$ cat src/rtl/plt_pkg.sv
// Shared types and constants for the preemptive LIFO task completion block.
package plt_pkg;

   localparam int STACK_DEPTH = 32;
   localparam int ADDR_W      = $clog2(STACK_DEPTH);
   localparam int CNT_W       = $clog2(STACK_DEPTH + 1);

   localparam int ID_W    = 10;
   localparam int START_W = 11;
   localparam int DUR_W   = 10;
   localparam int END_W   = 12;
   localparam int DIFF_W  = 13;

   localparam logic OP_TASK  = 1'b0;
   localparam logic OP_FLUSH = 1'b1;

   typedef struct packed {
      logic               operation;
      logic [ID_W-1:0]    task_id;
      logic [START_W-1:0] start_minute;
      logic [DUR_W-1:0]   duration;
   } req_type;

   typedef struct packed {
      logic [ID_W-1:0] done_task_id;
      logic            last;
      logic            overflowed;
   } rsp_type;

   typedef struct packed {
      logic [ID_W-1:0]  id;
      logic [DUR_W-1:0] rem;
   } stack_entry_type;

   localparam int ENTRY_W = $bits(stack_entry_type);

endpackage

$ cat src/rtl/plt_ram.sv
// Generic simple dual-port RAM with one write port and a registered read port.
module plt_ram #(
   parameter int WIDTH = 8,
   parameter int DEPTH = 16
) (
   input  logic                     clock,
   input  logic                     we,
   input  logic [$clog2(DEPTH)-1:0] waddr,
   input  logic [WIDTH-1:0]         wdata,
   input  logic                     re,
   input  logic [$clog2(DEPTH)-1:0] raddr,
   output logic [WIDTH-1:0]         rdata
);

   logic [WIDTH-1:0] mem [DEPTH];
   logic [WIDTH-1:0] rdata_ff;

   always_ff @(posedge clock) begin
      if (we) begin
         mem[waddr] <= wdata;
      end
      if (re) begin
         rdata_ff <= mem[raddr];
      end
   end

   assign rdata = rdata_ff;

endmodule

$ cat src/rtl/preemptive_lifo_task_completion.sv
// Top level of the preemptive LIFO task completion block.
//
// Input channel req_*: one transaction is a new task (id, start minute,
// duration) or a flush. Tasks are to come in nondecreasing start order (the
// block does not enforce it); a new task preempts a running one not yet ended,
// pushing it with its time left onto a RAM stack. Idle gaps finish stacked
// tasks, newest first. Result channel rsp_*: completed task ids in finishing
// order; last marks the final result of an input transaction, overflowed is
// the sticky flag set when a preempted task found the stack full and was
// dropped. For each stacked task read, the RAM read of the stack top is
// followed by a pop or an update; earlier results leave at the pops and the
// final result is registered in S_FIN. A task that causes no result leaves
// req_stall low; an empty flush holds it high for one cycle. req_stall is
// high while results of the previous transaction are still being produced.
// A stalled rsp_* holds its payload; one result waits in an output register
// and one in a hold register, and the sequencer waits while both are full.
// Reset clears the running task, the stack count and the overflow flag;
// stack RAM contents need no clearing.
module preemptive_lifo_task_completion (
   input  logic             clock,
   input  logic             reset,
   input  logic             req_valid,
   output logic             req_stall,
   input  plt_pkg::req_type req_data,
   output logic             rsp_valid,
   input  logic             rsp_stall,
   output plt_pkg::rsp_type rsp_data
);

   import plt_pkg::*;

   localparam logic [1:0] S_IDLE = 2'd0;
   localparam logic [1:0] S_READ = 2'd1;
   localparam logic [1:0] S_POP  = 2'd2;
   localparam logic [1:0] S_FIN  = 2'd3;

   logic [1:0]       state_ff, state_in;
   logic             cur_valid_ff, cur_valid_in;
   logic [ID_W-1:0]  cur_id_ff, cur_id_in;
   logic [END_W-1:0] cur_end_ff, cur_end_in;
   logic [CNT_W-1:0] count_ff, count_in;
   logic             ovf_ff, ovf_in;
   logic [START_W-1:0] gap_ff, gap_in;
   logic             drain_all_ff, drain_all_in;
   logic             hold_valid_ff, hold_valid_in;
   logic [ID_W-1:0]  hold_id_ff, hold_id_in;
   logic             rsp_valid_ff, rsp_valid_in;
   rsp_type          rsp_data_ff, rsp_data_in;

   logic              ram_we, ram_re;
   logic [ADDR_W-1:0] ram_waddr, ram_raddr;
   stack_entry_type   ram_wdata, top;
   logic [ENTRY_W-1:0] ram_rdata;

   logic              req_fire, slot_free, take;
   logic [CNT_W-1:0]  count_dec;
   logic [ADDR_W-1:0] top_addr;
   logic [DIFF_W-1:0] diff, rem_raw;
   logic [DUR_W-1:0]  rem_sat;
   logic [START_W-1:0] gap_left;

   plt_ram #(
      .WIDTH (ENTRY_W),
      .DEPTH (STACK_DEPTH)
   ) u_stack (
      .clock (clock),
      .we    (ram_we),
      .waddr (ram_waddr),
      .wdata (ram_wdata),
      .re    (ram_re),
      .raddr (ram_raddr),
      .rdata (ram_rdata)
   );

   assign req_stall = (state_ff != S_IDLE);
   assign req_fire  = req_valid && !req_stall;
   assign slot_free = !rsp_valid_ff || !rsp_stall;
   assign rsp_valid = rsp_valid_ff;
   assign rsp_data  = rsp_data_ff;

   assign count_dec = count_ff - CNT_W'(1);
   assign top_addr  = count_dec[ADDR_W-1:0];
   assign top       = ram_rdata;

   assign diff    = {2'b00, req_data.start_minute} - {1'b0, cur_end_ff};
   assign rem_raw = -diff;
   assign rem_sat = (rem_raw > DIFF_W'(1023)) ? {DUR_W{1'b1}} : rem_raw[DUR_W-1:0];

   assign take     = drain_all_ff || ({1'b0, top.rem} <= gap_ff);
   assign gap_left = gap_ff - {1'b0, top.rem};

   always_comb begin
      state_in      = state_ff;
      cur_valid_in  = cur_valid_ff;
      cur_id_in     = cur_id_ff;
      cur_end_in    = cur_end_ff;
      count_in      = count_ff;
      ovf_in        = ovf_ff;
      gap_in        = gap_ff;
      drain_all_in  = drain_all_ff;
      hold_valid_in = hold_valid_ff;
      hold_id_in    = hold_id_ff;
      rsp_valid_in  = rsp_valid_ff && rsp_stall;
      rsp_data_in   = rsp_data_ff;
      ram_we        = 1'b0;
      ram_waddr     = top_addr;
      ram_wdata     = top;
      ram_re        = 1'b0;
      ram_raddr     = top_addr;

      case (state_ff)
         S_IDLE: begin
            if (req_fire) begin
               if (req_data.operation == OP_FLUSH) begin
                  hold_valid_in = cur_valid_ff;
                  hold_id_in    = cur_id_ff;
                  cur_valid_in  = 1'b0;
                  drain_all_in  = 1'b1;
                  state_in      = (count_ff != '0) ? S_READ : S_FIN;
               end else begin
                  drain_all_in = 1'b0;
                  if (cur_valid_ff) begin
                     if (!diff[DIFF_W-1]) begin
                        hold_valid_in = 1'b1;
                        hold_id_in    = cur_id_ff;
                        gap_in        = diff[START_W-1:0];
                        state_in      = (diff != '0 && count_ff != '0) ? S_READ : S_FIN;
                     end else if (count_ff < CNT_W'(STACK_DEPTH)) begin
                        ram_we    = 1'b1;
                        ram_waddr = count_ff[ADDR_W-1:0];
                        ram_wdata = '{id: cur_id_ff, rem: rem_sat};
                        count_in  = count_ff + CNT_W'(1);
                     end else begin
                        ovf_in = 1'b1;
                     end
                  end
                  cur_valid_in = 1'b1;
                  cur_id_in    = req_data.task_id;
                  cur_end_in   = {1'b0, req_data.start_minute} + {2'b00, req_data.duration};
               end
            end
         end
         S_READ: begin
            ram_re   = 1'b1;
            state_in = S_POP;
         end
         S_POP: begin
            if (take) begin
               if (!(hold_valid_ff && !slot_free)) begin
                  if (hold_valid_ff) begin
                     rsp_valid_in = 1'b1;
                     rsp_data_in  = '{done_task_id: hold_id_ff, last: 1'b0,
                                      overflowed: ovf_ff};
                  end
                  hold_valid_in = 1'b1;
                  hold_id_in    = top.id;
                  count_in      = count_dec;
                  if (!drain_all_ff) begin
                     gap_in = gap_left;
                  end
                  state_in = (count_ff != CNT_W'(1) && (drain_all_ff || gap_left != '0))
                           ? S_READ : S_FIN;
               end
            end else begin
               ram_we    = 1'b1;
               ram_wdata = '{id: top.id, rem: top.rem - gap_ff[DUR_W-1:0]};
               state_in  = S_FIN;
            end
         end
         S_FIN: begin
            if (hold_valid_ff) begin
               if (slot_free) begin
                  rsp_valid_in  = 1'b1;
                  rsp_data_in   = '{done_task_id: hold_id_ff, last: 1'b1,
                                    overflowed: ovf_ff};
                  hold_valid_in = 1'b0;
                  state_in      = S_IDLE;
               end
            end else begin
               state_in = S_IDLE;
            end
         end
         default: begin
            state_in = S_IDLE;
         end
      endcase
   end

   always_ff @(posedge clock) begin
      if (reset) begin
         state_ff      <= S_IDLE;
         cur_valid_ff  <= 1'b0;
         count_ff      <= '0;
         ovf_ff        <= 1'b0;
         hold_valid_ff <= 1'b0;
         rsp_valid_ff  <= 1'b0;
      end else begin
         state_ff      <= state_in;
         cur_valid_ff  <= cur_valid_in;
         count_ff      <= count_in;
         ovf_ff        <= ovf_in;
         hold_valid_ff <= hold_valid_in;
         rsp_valid_ff  <= rsp_valid_in;
      end
   end

   always_ff @(posedge clock) begin
      cur_id_ff    <= cur_id_in;
      cur_end_ff   <= cur_end_in;
      gap_ff       <= gap_in;
      drain_all_ff <= drain_all_in;
      hold_id_ff   <= hold_id_in;
      rsp_data_ff  <= rsp_data_in;
   end

`ifndef SYNTHESIS
   a_count_bound: assert property (@(posedge clock) disable iff (reset)
      count_ff <= CNT_W'(STACK_DEPTH))
      else $error("stack count beyond depth");

   a_idle_hold_empty: assert property (@(posedge clock) disable iff (reset)
      state_ff == S_IDLE |-> !hold_valid_ff)
      else $error("pending result left behind at idle");

   a_ovf_sticky: assert property (@(posedge clock) disable iff (reset)
      ovf_ff |=> ovf_ff)
      else $error("overflow flag cleared");

   a_read_nonempty: assert property (@(posedge clock) disable iff (reset)
      (state_ff == S_READ || state_ff == S_POP) |-> count_ff != '0)
      else $error("stack read while empty");

   a_gap_live: assert property (@(posedge clock) disable iff (reset)
      (state_ff == S_POP && !drain_all_ff) |-> gap_ff != '0)
      else $error("drain step with no idle time");
`endif

endmodule

$ cat config.mk
export PLATFORM = sky130hd
export DESIGN_NAME = preemptive_lifo_task_completion
export DESIGN_NICKNAME = d
export VERILOG_FILES = /design/src/rtl/plt_pkg.sv /design/src/rtl/plt_ram.sv /design/src/rtl/preemptive_lifo_task_completion.sv
export SDC_FILE = /design/constraint.sdc
export NUM_CORES = 1
export LEC_CHECK = 0
export BUFFER_PORTS_ARGS = -buffer_cell sky130_fd_sc_hd__buf_2
export CAP_MARGIN = 40
export CORE_MARGIN = 3
export CORE_UTILIZATION = 25
export CTS_CLUSTER_DIAMETER = 30
export DETAILED_ROUTE_END_ITERATION = 12
export GPL_TIMING_DRIVEN = 0
export PLACE_DENSITY = 0.42
export SLEW_MARGIN = 20
export SYNTH_ARGS = -nofsm -noshare
export SYNTH_HDL_FRONTEND = slang
export SYNTH_SLANG_ARGS = --single-unit
$ cat constraint.sdc
create_clock -name clock -period 4.8 [get_ports clock]
set_input_delay 0.48 -clock clock [delete_from_list [all_inputs] [get_ports clock]]
set_output_delay 0.48 -clock clock [all_outputs]
set_load 0.1 [all_outputs]
==> impl_metrics.yaml <==
setup_path:
  cp_num_buf_inv: 8
  slowest_delay_ns: 0.59
  crit_top_cell: "clkbuf_2"
  crit_chain: "clkbuf_2, clkbuf_4, buf_6, clkbuf_2, inv_1, ha_1, clkbuf_1, clkbuf_2, buf_6, mux4_2, mux4_2, mux2_2"
  end_kind: "flip-flop"
  cp_slowest_cell: "mux4_2"
  cp_top_family: "buffers and inverters"
  critPathRequiredTime_ns: 5.26
  crit_type: "flip-flop to flip-flop"
  cp_max_fo: 13
  start_kind: "flip-flop"
  arrival_ns: 5.02
synthesis:
  async_flop_share_pct: 0
  synth-main-ff-cell: "edfxtp_1"
  synth_top_cell_by_area: "edfxtp_1"
  avgSynthCellArea_um2: 18.4
  ys_seq_elements: 728
  yosysMostFrequentCell: "edfxtp_1"
  synthTopCellsByArea: "edfxtp_1, mux4_2, ha_1"
  yosys_warnings: 0
  synth_top_area_share_pct: 70.3
  synth_cell_types: 67
  synth_nets: 1746
  synth_top_cells_by_count: "edfxtp_1, mux4_2, nand2_1"
  syn_inst: 1661
  synth_edf_count: 716
  netlist_area_mm2: 0.0306
  ys_seq_area_share_pct: 71.1
cells_and_area:
  final_area_mm2: 0.0403
  layout.nets: 2066
  fin_util_pct: 33.4
  final_cells: 3724
  drive_above_1_share_pct: 32.7
  area_growth_pct: 31.9
die:
  num_rows: 127
  initial_core_util_pct: 25.4
  die_area_mm2: 0.127
  die-height_um: 356
  core_area_mm2: 0.121
  ios: 50
  die_w_um: 356
clock_network:
  cts_tree: "done"
  insertion_delay_ns: 0.73
  cts_sinks: 728
  numCtsBuffers: 159
  clock-root-buffer: "clkbuf_16"
  clkSlewWorstSetupHoldPaths_ns: 0.05
  htreeDepth: 4
  clockBufferDepth: 3
global_route:
  grt_util_all_layers_pct: 13.4
  antenna_found_initial: 3
  grt_pass1_wl_mm: 123
  grt_max_degree: 33
  grt_pass1_vias: 18063
  grt.overflow.total: 0
route:
  wire_per_inst_um: 22.5
  num_vias: 16917
  route.detailed.drc: 0
  drt_wl_total_mm: 83.9
  viasPerCell: 4.54
  drtIter0Drc: 1298
  drtAntennaViolNets: 0
  dr.pass1.iters: 5
timing:
  tightest_slew_ns: 0.969
  fin_crit_ns: 4.55
  setup_viol: 0
  slew_viol_final: 0
  slew_headroom_pct: 35.4
  fin_crit_sh_pct: 94.8
  fmax_mhz: 220
  tns_ns: 0
  rsz0062_at_grt: "false"
  finalClockSkew_ns: 0.0242
  hold_viol_final: 0
place:
  place_congestion: 0.811
  hpwl_mm: 57.8
  dpl_cell_area_mm2: 0.0348
  io_buffers: 49
  dp.cells: 3409
run:
  max_cap_violations: 0
run_status:
  status: "finished clean"
power:
  leakage_nw: 13.2
  power.total_mw: 24.7
  p_per_area_mw_per_mm2: 611
  ir_drop_uv: 398
hold_path:
  holdCritPathClass: "input pin to flip-flop"
-- state kept, by name, indices dropped and copies added (netlist names) --
signal and count:
u_stack.rdata 20, cur_id_ff 10, count_ff 6, cur_end_ff 12
rsp_valid 1, hold_valid_ff 1, gap_ff 11, cur_valid_ff 1
rsp_data 12, hold_id_ff 10, drain_all_ff 1, state_ff 2
ovf_ff 1, u_stack.mem 640
-- worst reg2reg max path, stage by stage (launching register included) --
cell,delay (ns)
dfxtp_1,0.35
clkbuf_2,0.30
clkbuf_4,0.37
buf_6,0.22
clkbuf_2,0.29
inv_1,0.20
ha_1,0.38
clkbuf_1,0.38
clkbuf_2,0.36
buf_6,0.21
mux4_2,0.32
mux4_2,0.59
mux2_2,0.32
-- timing repair --
item / in CTS / in global routing
resized for setup: 12 / 2
buffers inserted: 0 / 12
endpoints found under the setup margin: 661 / 111
hold buffers: 11 / 0
pin swaps: 1 / 7
endpoints found under the hold margin: 12 / 0
-- per-layer routing --
layer	global-route usage (%)	share of wire [%]	up-vias
li1	-	-	7424
met1	17.3	43	8807
met2	22.4	49	544
met3	2.76	5.1	142
met4	4.44	2.3	0
met5	0	0	-
-- placed cells by master (no fill, tap or decap), types with 16 or more instances in the layout --
master     synthesis  routed
a21oi_1           43      42
clkbuf_16          0     159
nor3_1            21      20
mux2_2            21      21
clkbuf_1          62      70
buf_8              0      21
xor2_1            17      17
buf_2              3      60
edfxtp_1         716     716
buf_16             0      27
nor2_4             0      34
nor2_1            94      60
mux4_2           200     200
xnor2_1           31      31
inv_1             57      57
ha_1              45      45
bufinv_16          0      16
clkinv_2           0      25
buf_6              0      27
o21ai_0           35      35
nand2_1          110     109
clkinv_1           0      29
-- cell families after synthesis --
family                   count (synthesis)  synth area share [%]
AND/OR/NAND/NOR                        297                  4.37
XOR/XNOR                                48                  1.37
AO/OA/AOI/OAI                          178                  3.76
multiplexers                           224                  15.6
flip-flops                             728                  71.1
buffers and inverters                  137                  1.70
adder cells (fa/ha/maj)                 49                  2.10
-- where the power goes --
part | switching (mW) | internal, mW | leakage (nW)
clock | 3.49 | 6.94 | 2.52
sequential | 0.0842 | 7.86 | 6.56
combinational | 3.71 | 2.57 | 4.13
total | 7.29 | 17.4 | 13.2
-- final cells by class --
| class | instances | area [um2] |
|---|---|---|
| Buffer | 79 | 332 |
| Antenna cell | 2 | 5.00 |
| Sequential cell | 728 | 21700 |
| Timing Repair Buffer | 160 | 2060 |
| Inverter | 57 | 214 |
| Multi-Input combinational cell | 796 | 8740 |
| Clock inverter | 108 | 1170 |
| Tap cell | 1612 | 2020 |
| Fill cell | 11447 | 80300 |
| Clock buffer | 182 | 4070 |
-- final timing paths --
kind | slack (ns) | from | to | depth (start not counted)
max | 0.25 | count_ff[0] | u_stack.rdata[17] | 12
min | 0.06 | rsp_stall | rsp_valid | 3
min reg2reg | 0.41 | hold_id_ff[0] | rsp_data[2] | 0
max reg2reg | 0.25 | count_ff[0] | u_stack.rdata[17] | 12
-- through the flow --
stage,worst slack (ns),hold WS (ns)
after CTS,0.133,0.0107
after global routing,0.0340,0.0649
after floorplan,0.365,0.400
final,0.247,0.0645
after detailed placement,-1.24,0.405
after global placement,-2.73,0.404
(Power assumes the default switching activity.)
